[src/design/igcd_pkg.sv]
// Package for the integer pair gcd compare unit.
// Holds the microcode word types, the microprogram ROM and the shared constants.
// No dependencies.
package igcd_pkg;

  localparam int unsigned DATA_WIDTH_DEF = 32;
  localparam int unsigned STEP_W         = 3;

  typedef enum logic [2:0] {
    OP_NOP,
    OP_STRIP_BOTH,
    OP_STRIP_A,
    OP_REDUCE,
    OP_FIN_A,
    OP_FIN_B
  } op_e;

  typedef enum logic [2:0] {
    CND_NEVER,
    CND_ALWAYS,
    CND_A_ZERO,
    CND_B_ZERO,
    CND_BOTH_EVEN,
    CND_A_EVEN,
    CND_B_NONZERO
  } cond_e;

  typedef logic [STEP_W-1:0] step_t;

  typedef struct packed {
    op_e   op;
    cond_e cond;
    step_t target;
  } ucode_t;

  // Control from the sequencer to the datapath.
  typedef struct packed {
    logic load;
    op_e  op;
  } dp_ctrl_t;

  // Status flags from the datapath to the sequencer.
  typedef struct packed {
    logic a_zero;
    logic b_zero;
    logic both_even;
    logic a_even;
    logic b_nonzero;
  } dp_stat_t;

  localparam step_t STEP_CHK_A  = step_t'(0);
  localparam step_t STEP_CHK_B  = step_t'(1);
  localparam step_t STEP_STRIP2 = step_t'(2);
  localparam step_t STEP_STRIPA = step_t'(3);
  localparam step_t STEP_REDUCE = step_t'(4);
  localparam step_t STEP_FIN_A  = step_t'(5);
  localparam step_t STEP_FIN_B  = step_t'(6);

  // Binary gcd microprogram. A taken condition jumps to target, otherwise
  // the step counter advances by one. The strip ops only act when their
  // operand is even, so a step can loop on itself.
  function automatic ucode_t ucode_rom(input step_t step);
    ucode_t w;
    case (step)
      STEP_CHK_A:  w = '{op: OP_NOP,        cond: CND_A_ZERO,    target: STEP_FIN_B};
      STEP_CHK_B:  w = '{op: OP_NOP,        cond: CND_B_ZERO,    target: STEP_FIN_A};
      STEP_STRIP2: w = '{op: OP_STRIP_BOTH, cond: CND_BOTH_EVEN, target: STEP_STRIP2};
      STEP_STRIPA: w = '{op: OP_STRIP_A,    cond: CND_A_EVEN,    target: STEP_STRIPA};
      STEP_REDUCE: w = '{op: OP_REDUCE,     cond: CND_B_NONZERO, target: STEP_REDUCE};
      STEP_FIN_A:  w = '{op: OP_FIN_A,      cond: CND_NEVER,     target: STEP_CHK_A};
      STEP_FIN_B:  w = '{op: OP_FIN_B,      cond: CND_NEVER,     target: STEP_CHK_A};
      default:     w = '{op: OP_FIN_A,      cond: CND_NEVER,     target: STEP_CHK_A};
    endcase
    return w;
  endfunction

endpackage

[src/design/igcd_useq.sv]
// Microcode sequencer: step counter, microprogram ROM and jump logic.
// Depends on igcd_pkg.
module igcd_useq
  import igcd_pkg::*;
(
  input  logic     clk_i,
  input  logic     rst_ni,
  input  logic     start_i,
  input  logic     out_blocked_i,
  input  dp_stat_t stat_i,
  output dp_ctrl_t ctrl_o,
  output logic     busy_o,
  output logic     fin_fire_o
);

  logic   busy_q, busy_d;
  step_t  step_q, step_d;
  ucode_t word;
  logic   taken;
  logic   is_fin;

  assign word   = ucode_rom(step_q);
  assign is_fin = (word.op == OP_FIN_A) || (word.op == OP_FIN_B);

  always_comb begin
    case (word.cond)
      CND_NEVER:     taken = 1'b0;
      CND_ALWAYS:    taken = 1'b1;
      CND_A_ZERO:    taken = stat_i.a_zero;
      CND_B_ZERO:    taken = stat_i.b_zero;
      CND_BOTH_EVEN: taken = stat_i.both_even;
      CND_A_EVEN:    taken = stat_i.a_even;
      CND_B_NONZERO: taken = stat_i.b_nonzero;
      default:       taken = 1'b0;
    endcase
  end

  always_comb begin
    busy_d     = busy_q;
    step_d     = step_q;
    fin_fire_o = 1'b0;
    ctrl_o     = '{load: start_i, op: OP_NOP};
    if (start_i) begin
      busy_d = 1'b1;
      step_d = STEP_CHK_A;
    end else if (busy_q) begin
      if (is_fin) begin
        // A finished result waits here while the output register holds one not yet taken.
        if (!out_blocked_i) begin
          fin_fire_o = 1'b1;
          ctrl_o.op  = word.op;
          busy_d     = 1'b0;
        end
      end else begin
        ctrl_o.op = word.op;
        step_d    = taken ? word.target : step_t'(step_q + step_t'(1));
      end
    end
  end

  always_ff @(posedge clk_i or negedge rst_ni) begin
    if (!rst_ni) begin
      busy_q <= 1'b0;
      step_q <= STEP_CHK_A;
    end else begin
      busy_q <= busy_d;
      step_q <= step_d;
    end
  end

  assign busy_o = busy_q;

endmodule

[src/design/igcd_datapath.sv]
// Binary gcd datapath: operand registers, shift count and ordering of the pair.
// Depends on igcd_pkg.
module igcd_datapath
  import igcd_pkg::*;
#(
  parameter int unsigned DATA_WIDTH = DATA_WIDTH_DEF
) (
  input  logic                  clk_i,
  input  logic [DATA_WIDTH-1:0] first_i,
  input  logic [DATA_WIDTH-1:0] second_i,
  input  dp_ctrl_t              ctrl_i,
  output dp_stat_t              stat_o,
  output logic [DATA_WIDTH-1:0] larger_o,
  output logic [DATA_WIDTH-1:0] smaller_o,
  output logic [DATA_WIDTH-1:0] gcd_o
);

  localparam int unsigned K_W = $clog2(DATA_WIDTH + 1);

  logic [DATA_WIDTH-1:0] a_q, a_d, b_q, b_d, big_q, small_q;
  logic [K_W-1:0]        k_q, k_d;
  logic                  a_gt_b;
  logic [DATA_WIDTH-1:0] diff;

  assign a_gt_b = a_q > b_q;
  assign diff   = a_gt_b ? (a_q - b_q) : (b_q - a_q);

  always_comb begin
    a_d = a_q;
    b_d = b_q;
    k_d = k_q;
    if (ctrl_i.load) begin
      a_d = first_i;
      b_d = second_i;
      k_d = '0;
    end else begin
      case (ctrl_i.op)
        OP_STRIP_BOTH: begin
          if (!a_q[0] && !b_q[0]) begin
            a_d = a_q >> 1;
            b_d = b_q >> 1;
            k_d = k_q + K_W'(1);
          end
        end
        OP_STRIP_A: begin
          if (!a_q[0]) a_d = a_q >> 1;
        end
        OP_REDUCE: begin
          // Halve b while it is even; once both are odd, keep the lesser and put the difference in b.
          if (!b_q[0]) begin
            b_d = b_q >> 1;
          end else begin
            if (a_gt_b) a_d = b_q;
            b_d = diff;
          end
        end
        default: ;
      endcase
    end
  end

  always_ff @(posedge clk_i) begin
    a_q <= a_d;
    b_q <= b_d;
    k_q <= k_d;
    if (ctrl_i.load) begin
      big_q   <= (first_i > second_i) ? first_i : second_i;
      small_q <= (first_i > second_i) ? second_i : first_i;
    end
  end

  assign stat_o = '{
    a_zero:    (a_q == '0),
    b_zero:    (b_q == '0),
    both_even: (!a_q[0] && !b_q[0]),
    a_even:    !a_q[0],
    b_nonzero: (b_q != '0)
  };

  assign larger_o  = big_q;
  assign smaller_o = small_q;
  assign gcd_o     = (ctrl_i.op == OP_FIN_B) ? b_q : (a_q << k_q);

endmodule

[src/design/integer_pair_gcd_compare_unit.sv]
// Top level of the integer pair gcd compare unit.
// Depends on igcd_pkg, igcd_useq and igcd_datapath.
//
// Usage: each item on the slave stream carries two unsigned operands. The
// unit returns one item on the master stream with the larger and smaller
// operand, the greatest common divisor, a flag that says the larger is an
// exact multiple of the smaller, and a flag that says the smaller is zero.
// The divisibility flag comes for free: the smaller value divides the larger
// exactly when it equals their gcd and is not zero.
// The gcd is found by a binary (Stein) algorithm run by a small microprogram
// that drives one shift-and-subtract datapath. An operand of zero ends the
// program early; otherwise the work is set by the subtract-and-shift loop,
// which removes bits from the operands. One item is worked on at a time;
// s_axis_tready is high whenever the sequencer is idle, also while a
// finished result still waits in the output register. When the receiver
// stalls, the result holds in that register and a following item parks in
// its final step until the register frees up. Reset clears the sequencer
// and output valid; no item is in flight after reset.
module integer_pair_gcd_compare_unit
  import igcd_pkg::*;
#(
  parameter int unsigned DATA_WIDTH = DATA_WIDTH_DEF,
  localparam int unsigned IN_W  = ((2 * DATA_WIDTH + 7) / 8) * 8,
  localparam int unsigned OUT_W = ((3 * DATA_WIDTH + 2 + 7) / 8) * 8
) (
  input  logic             clk_i,
  input  logic             rst_ni,
  input  logic             s_axis_tvalid,
  output logic             s_axis_tready,
  // Fields from bit 0 up: first_value, second_value, zero padding.
  input  logic [IN_W-1:0]  s_axis_tdata,
  output logic             m_axis_tvalid,
  input  logic             m_axis_tready,
  // Fields from bit 0 up: larger_value, smaller_value, divides_exactly,
  // gcd_value, divisor_zero, zero padding.
  output logic [OUT_W-1:0] m_axis_tdata
);

  logic                  accept;
  logic                  busy;
  logic                  fin_fire;
  logic                  out_blocked;
  dp_ctrl_t              ctrl;
  dp_stat_t              stat;
  logic [DATA_WIDTH-1:0] larger, smaller, gcd_res;

  logic                  out_valid_q;
  logic [DATA_WIDTH-1:0] larger_q, smaller_q, gcd_q;
  logic                  divides_q, dzero_q;

  assign s_axis_tready = !busy;
  assign accept        = s_axis_tvalid && s_axis_tready;
  assign out_blocked   = out_valid_q && !m_axis_tready;

  igcd_useq u_useq (
    .clk_i         (clk_i),
    .rst_ni        (rst_ni),
    .start_i       (accept),
    .out_blocked_i (out_blocked),
    .stat_i        (stat),
    .ctrl_o        (ctrl),
    .busy_o        (busy),
    .fin_fire_o    (fin_fire)
  );

  igcd_datapath #(
    .DATA_WIDTH (DATA_WIDTH)
  ) u_datapath (
    .clk_i     (clk_i),
    .first_i   (s_axis_tdata[DATA_WIDTH-1:0]),
    .second_i  (s_axis_tdata[2*DATA_WIDTH-1:DATA_WIDTH]),
    .ctrl_i    (ctrl),
    .stat_o    (stat),
    .larger_o  (larger),
    .smaller_o (smaller),
    .gcd_o     (gcd_res)
  );

  // Output register: loaded when the program finishes, freed when taken.
  always_ff @(posedge clk_i or negedge rst_ni) begin
    if (!rst_ni) begin
      out_valid_q <= 1'b0;
    end else if (fin_fire) begin
      out_valid_q <= 1'b1;
    end else if (m_axis_tready) begin
      out_valid_q <= 1'b0;
    end
  end

  always_ff @(posedge clk_i) begin
    if (fin_fire) begin
      larger_q  <= larger;
      smaller_q <= smaller;
      gcd_q     <= gcd_res;
      dzero_q   <= (smaller == '0);
      divides_q <= (smaller != '0) && (gcd_res == smaller);
    end
  end

  assign m_axis_tvalid = out_valid_q;
  assign m_axis_tdata  = OUT_W'({dzero_q, gcd_q, divides_q, smaller_q, larger_q});

  // A result is never written over one that the receiver has not taken.
  a_no_overwrite: assert property (@(posedge clk_i) disable iff (!rst_ni)
    fin_fire |-> !(out_valid_q && !m_axis_tready))
    else $error("result written while output register held");

  // An accepted item starts the sequencer.
  a_accept_busy: assert property (@(posedge clk_i) disable iff (!rst_ni)
    accept |=> busy)
    else $error("sequencer not busy after accept");

  // The exact-multiple flag never comes with a zero divisor.
  a_div_flags: assert property (@(posedge clk_i) disable iff (!rst_ni)
    out_valid_q |-> !(divides_q && dzero_q))
    else $error("divides flag set with zero divisor");

  // A nonzero divisor bounds the gcd.
  a_gcd_bound: assert property (@(posedge clk_i) disable iff (!rst_ni)
    (out_valid_q && !dzero_q) |-> (gcd_q <= smaller_q && gcd_q != '0))
    else $error("gcd out of range");

endmodule

[config.mk]
export PLATFORM = sky130hd
export DESIGN_NAME = integer_pair_gcd_compare_unit
export DESIGN_NICKNAME = d
export VERILOG_FILES = /design/src/design/igcd_pkg.sv /design/src/design/igcd_useq.sv /design/src/design/igcd_datapath.sv /design/src/design/integer_pair_gcd_compare_unit.sv
export SDC_FILE = /design/constraint.sdc
export NUM_CORES = 1
export LEC_CHECK = 0
export BUFFER_PORTS_ARGS = -buffer_cell sky130_fd_sc_hd__buf_2
export CORE_MARGIN = 2
export CORE_UTILIZATION = 30
export DETAILED_ROUTE_END_ITERATION = 8
export MAX_ROUTING_LAYER = met4
export RECOVER_POWER = 50
export SYNTH_ARGS = -nofsm -noshare
export SYNTH_HDL_FRONTEND = slang
export SYNTH_HIERARCHICAL = 1
export SYNTH_SLANG_ARGS = --single-unit
[constraint.sdc]
create_clock -name clk_i -period 14.2 [get_ports clk_i]
set_input_delay 0.71 -clock clk_i [delete_from_list [all_inputs] [get_ports clk_i]]
set_output_delay 0.71 -clock clk_i [all_outputs]
set_load 0.02 [all_outputs]
==> flow_summary.toml, run 1 <==
[run_status]
status = "complete, but fails checks"
violations = "capacitance limit, slew limit"

[synthesis]
yosysMostFrequentCell = "edfxtp_1"
synth_area_um2 = 16300
synth_top_area_share_pct = 41.6
async_reset_ff_share_pct = 2.11
yosys.area.top_type = "edfxtp_1"
synth_warnings = 6
ys_ff_latch = 237
yosys-top-cells-count = "edfxtp_1 (226), inv_1 (150), nand2_1 (115)"
synth_edf_count = 226
synthCells = 1588
yosysSeqAreaShare_pct = 43.1
synth_top_cells_by_area = "edfxtp_1 (42%), ha_1 (7.8%), mux2_2 (5.0%), inv_1 (3.4%), a21oi_1 (3.4%)"
ys_types = 78
synth_flop_cell = "edfxtp_1"
synth.avg_cell_area_um2 = 10.3

[setup_path]
worst-setup-path-type = "reg2reg"
slowest_delay_ns = 3.25
crit_top_cell = "clkbuf_1"
crit_arrival_ns = 7.58
r2r_slack_ns = 6.71
cp-end-kind = "register"
crit_required_ns = 14.29
worstPathCellList = "nor2b_4 > clkbuf_1 > clkbuf_1 > nor3_1 > mux2i_1 > o311ai_0"
crit_fanout = 93
crit_buf_inv = 2
start_kind = "register"
cp_slowest_cell = "clkbuf_1"
crit_family = "buffers and inverters"

[cts]
clock_latency_ns = 0.53
cts_setup_buffers = 0
cts_buffer_depth = 3
cts_resized = 0
cts-root-buf = "clkbuf_16"
htree_num_levels = 1
path_clk_slew_ns = 0.07
cts_hold_buf = 1
cts-buffers-inserted = 22
cts_tree = "done"
cts.sinks = 237

[floorplanning]
die_y_um = 237
fp-row-count = 85
start_util_pct = 30.3
die_w_um = 237
io_pins = 174
core_um2 = 53800
die_area_um2 = 56300

[placed_design]
dp_cells = 2379
post-dp-hpwl_um = 41600
placed_cell_area_um2 = 17800
port_buffers = 167
gp_congestion = 0.938
dp_worst_setup_slack_ns = 9.31

[timing]
final.min_clock_period_ns = 7.49
tns_ns = 0
period_share_pct = 52.7
setup_viol = 0
worst_slack_ns = 6.71
finalHoldViolCount = 0
max_freq_mhz = 134
clock_skew_ns = 0.0246
worst_pin_slew_ns = 4.46
slew_headroom_pct = -198
rsz0062_at_grt = "no"
maxSlewViolCount = 276

[grt]
antenna_found_initial = 1
grt_pass1_vias = 12945
grt_max_degree = 94
grt-ovfl-total = 0
grt_usage_pct = 19.3
grt_pass1_wl_um = 81800

[power]
p_comb_share_pct = 57.1
p_sw_mw = 2.24
switching_share_pct = 48.7
power.density_nw_per_um2 = 251
irDropWorstVdd_mv = 0.106
clockPowerShare_pct = 12.9
p_int_mw = 2.36
leakage_nw = 7.20
seq_power_share_pct = 30.0

[detailed_routing]
drtPass1Iterations = 9
vias_per_cell = 5.60
final_antenna_net_count = 0
drc_errors = 0
wl_um = 54800
vias = 13550
drtIter0Drc = 1576
avgRoutedWirePerCell_um = 22.6

[finish]
drive_gt1_share_pct = 13.1
final_nets = 1880
syn2layout_area_growth_pct = 12.3
fin_util_pct = 34.1
fin_area_um2 = 18300
stdcell_count = 2420
antenna_cells = 0

[hold_path]
hp-class = "reg2reg"

[run]
maxCapViolations = 4
-- sequential cells by signal (all words and copies together), names as in the netlist, 3 cells and up --
signal,count
u_datapath/k_q,6
u_datapath/smaller_o,32
u_datapath/b_q,32
larger_q,32
u_datapath/larger_o,32
u_useq/step_q,3
smaller_q,32
u_datapath/a_q,32
gcd_q,32
-- kinds of logic after synthesis --
logic type / count (synthesis) / share of synthesized area [%]
and+or+nand+nor: 364 / 11.1
AOI/OAI and AO/OA: 433 / 17.7
xor gates and xnor gates: 61 / 3.27
muxes: 142 / 10.6
DFF: 237 / 43.1
adders and majority gates: 104 / 8.06
other: 1 / 0.0230
buffers and inverters: 246 / 6.19
-- area by class of cell --
type                            instances  area [um2]
Clock buffer                           25         583
Sequential cell                       237        7030
Fill cell                            5448       35500
Clock inverter                         15         123
Inverter                              151         567
Timing Repair Buffer                  186         831
Tap cell                              696         871
Multi-Input combinational cell       1110        8330
-- worst paths after layout --
path | from | endpoint | cells past startpoint
worst min-delay path | u_datapath/larger_o[9]$_DFFE_PP_ | larger_q[9]$_DFFE_PP_ | 0
worst min register to register | u_datapath/larger_o[9]$_DFFE_PP_ | larger_q[9]$_DFFE_PP_ | 0
max in group asynchronous | rst_ni | u_useq/step_q[0]$_DFFE_PN0P_ | 2
worst max-delay path | u_useq/busy_o$_DFF_PN0_ | u_datapath/b_q[29]$_DFFE_PP_ | 6
min in group asynchronous | rst_ni | u_useq/step_q[2]$_DFFE_PN0P_ | 2
worst max register to register | u_useq/busy_o$_DFF_PN0_ | u_datapath/b_q[29]$_DFFE_PP_ | 6
-- routing by layer --
metal	GRT usage (%)	part of all wire [%]
met1	25.5	42
met2	31.5	48
met3	1.74	6.9
met4	6.06	3.0
met5	-	0
-- through the flow --
stage          power (mW)  hold WS (ns)
6_report             4.60         0.419
5_1_grt              4.88         0.426
4_1_cts              4.55         0.417
3_5_place_dp         3.95         0.405
3_3_place_gp         3.93         0.403
2_1_floorplan        3.16         0.400
-- cell usage in the layout, fill, tap and decap left out, types with 23 or more instances in the layout --
cell type / n
a21o_1: 34
a21oi_1: 110
a222oi_1: 30
buf_2: 65
clkbuf_1: 110
clkbuf_16: 23
edfxtp_1: 226
ha_1: 102
inv_1: 150
mux2_2: 70
mux2i_1: 51
nand2_1: 115
nor2_1: 76
nor4_1: 32
o21ai_0: 85
xor2_1: 44
-- power groups by stage --
stage / Clock (mW) / Sequential (mW) / Combinational [mW]
final: 0.593 / 1.38 / 2.62
after global routing: 0.627 / 1.39 / 2.85
after detailed placement: 0 / 1.37 / 2.58
after floorplan: 0 / 1.28 / 1.88
after global placement: 0 / 1.36 / 2.57
after CTS: 0.602 / 1.36 / 2.60
(Power assumes the default switching activity.)
==> run 2, diff against run 1 <==
- clock period: 14.2 -> 7.4 ns (I/O delays scaled with it)
==> run 2 against run 1 <==
Effect of this change: the flow still finishes with violations (capacitance limit, slew limit); cell count unchanged; setup slack got worse by 4.9 ns; critical path depth unchanged; clock-buffer cell count decreased by 2; global-route usage increased by 0.32 points; total power increased by 95%; sequential cell count unchanged; sequential share of layout area decreased by 0.22 points; highest routed layer unchanged.
==> flow_summary.toml, run 2 (same netlist as run 1, synthesis figures left out) <==
[detailed_routing]
final_antenna_net_count = 0
drc_errors = 0
vias_per_cell = 5.58
drtPass1Iterations = 9
avgRoutedWirePerCell_um = 22.8
drtIter0Drc = 1661
wl_um = 55200
vias = 13506

[setup_path]
worst-setup-path-type = "reg2reg"
crit_fanout = 93
crit_required_ns = 7.50
crit_arrival_ns = 5.70
crit_buf_inv = 2
rr_worst_depth = 6
crit_family = "buffers and inverters"
cp_slowest_cell = "clkbuf_1"
cp.depth = 6
worstPathCellList = "nor2b_4 > buf_4 > clkbuf_1 > nor3_1 > mux2i_1 > o311ai_0"
slowest_delay_ns = 3.14
cp-end-kind = "register"
start_kind = "register"

[finish]
final_nets = 1881
fin_util_pct = 34.3
most-common-layout-cells = "edfxtp_1 (226), inv_1 (150), nand2_1 (115), a21oi_1 (110), clkbuf_1 (106)"
stdcell_count = 2420
regArea_um2 = 7030
nFillCells = 5441
multi_input_area_um2 = 8330
drive_gt1_share_pct = 13.5
layout_commonest_cell = "edfxtp_1"
antenna_cells = 0
syn2layout_area_growth_pct = 13.0

[cts]
cts_buffer_depth = 3
cts-root-buf = "clkbuf_16"
cts.sinks = 237
clock_latency_ns = 0.53
cts_tree = "done"
path_clk_slew_ns = 0.07
cts-buffers-inserted = 23
htree_num_levels = 1
cts_setup_buffers = 0

[placed_design]
dp_cells = 2379
gp_congestion = 0.949
port_buffers = 167
dp_worst_setup_slack_ns = 2.79
post-dp-hpwl_um = 42300

[floorplanning]
fp-row-count = 85
die_y_um = 237
die_area_um2 = 56300
die_w_um = 237
io_pins = 174
core_um2 = 53800
start_util_pct = 30.3

[timing]
worst_slack_ns = 1.80
tns_ns = 0
max_freq_mhz = 179
period_share_pct = 75.6
slew_headroom_pct = -196
clock_skew_ns = 0.0107
maxSlewViolCount = 205
rsz0062_at_grt = "no"
setup_viol = 0
worst_pin_slew_ns = 4.44
finalHoldViolCount = 0
final.min_clock_period_ns = 5.60
timing.hold.ws_ns = 0.187

[power]
power.density_nw_per_um2 = 485
leakage_nw = 7.24
irDropWorstVdd_mv = 0.173

[grt]
grt_max_degree = 94
grt_pass1_wl_um = 83200
grt-ovfl-total = 0
grt_usage_pct = 19.6
grt_pass1_vias = 13235
antenna_found_initial = 0

[hold_path]
hp-class = "in2reg"
hold_depth = 2

[run_status]
violations = "capacitance limit, slew limit"
status = "complete, but fails checks"

[run]
maxCapViolations = 3
==> run 2: metal layers <==
metal	up-vias	track usage (%)	share of wire, %
li1	6183	-	-
met1	6597	25.8	43
met2	623	32.2	47
met3	103	1.81	6.7
met4	0	6.04	3.1
met5	-	-	0
==> run 2: where the power goes <==
group | leakage, nW | switching (mW) | internal [mW]
registers | 2.20 | 0.570 | 2.05
logic | 4.67 | 3.21 | 1.86
clock network | 0.377 | 0.543 | 0.721
total | 7.24 | 4.32 | 4.63
==> run 2: path summary, 6_finish.rpt <==
kind / startpoint / slack, ns / endpoint
max: u_useq/busy_o$_DFF_PN0_ / 1.80 / u_datapath/b_q[29]$_DFFE_PP_
min reg2reg: u_datapath/larger_o[18]$_DFFE_PP_ / 0.42 / larger_q[18]$_DFFE_PP_
min in group asynchronous: rst_ni / 0.22 / u_useq/busy_o$_DFF_PN0_
min: s_axis_tdata[63] / 0.19 / u_datapath/smaller_o[31]$_DFFE_PP_
max in group asynchronous: rst_ni / 6.97 / u_useq/step_q[0]$_DFFE_PN0P_
max reg2reg: u_useq/busy_o$_DFF_PN0_ / 1.80 / u_datapath/b_q[29]$_DFFE_PP_
==> run 2: what timing repair did <==
action                                  4_1_cts  5_1_grt
endpoints found under the setup margin        0        0
hold buffers                                  1        0
resized for setup                             0        0
endpoints found under the hold margin         5        0
==> run 2: final cells by class <==
class | count | share of cell area [%]
inverter | 151 | 3.07
clock inverter | 17 | 1.23
timing repair buffer | 186 | 4.53
multi-input combinational | 1110 | 45.2
sequential | 237 | 38.1
tap | 696 | 4.72
clock buffer | 23 | 3.12
==> run 2: through the flow <==
stage | area (um2) | total power [mW]
2_1_floorplan | 16300 | 6.06
3_3_place_gp | 17800 | 7.59
3_5_place_dp | 17800 | 7.60
4_1_cts | 18600 | 8.88
5_1_grt | 18400 | 9.50
6_report | 18400 | 8.95
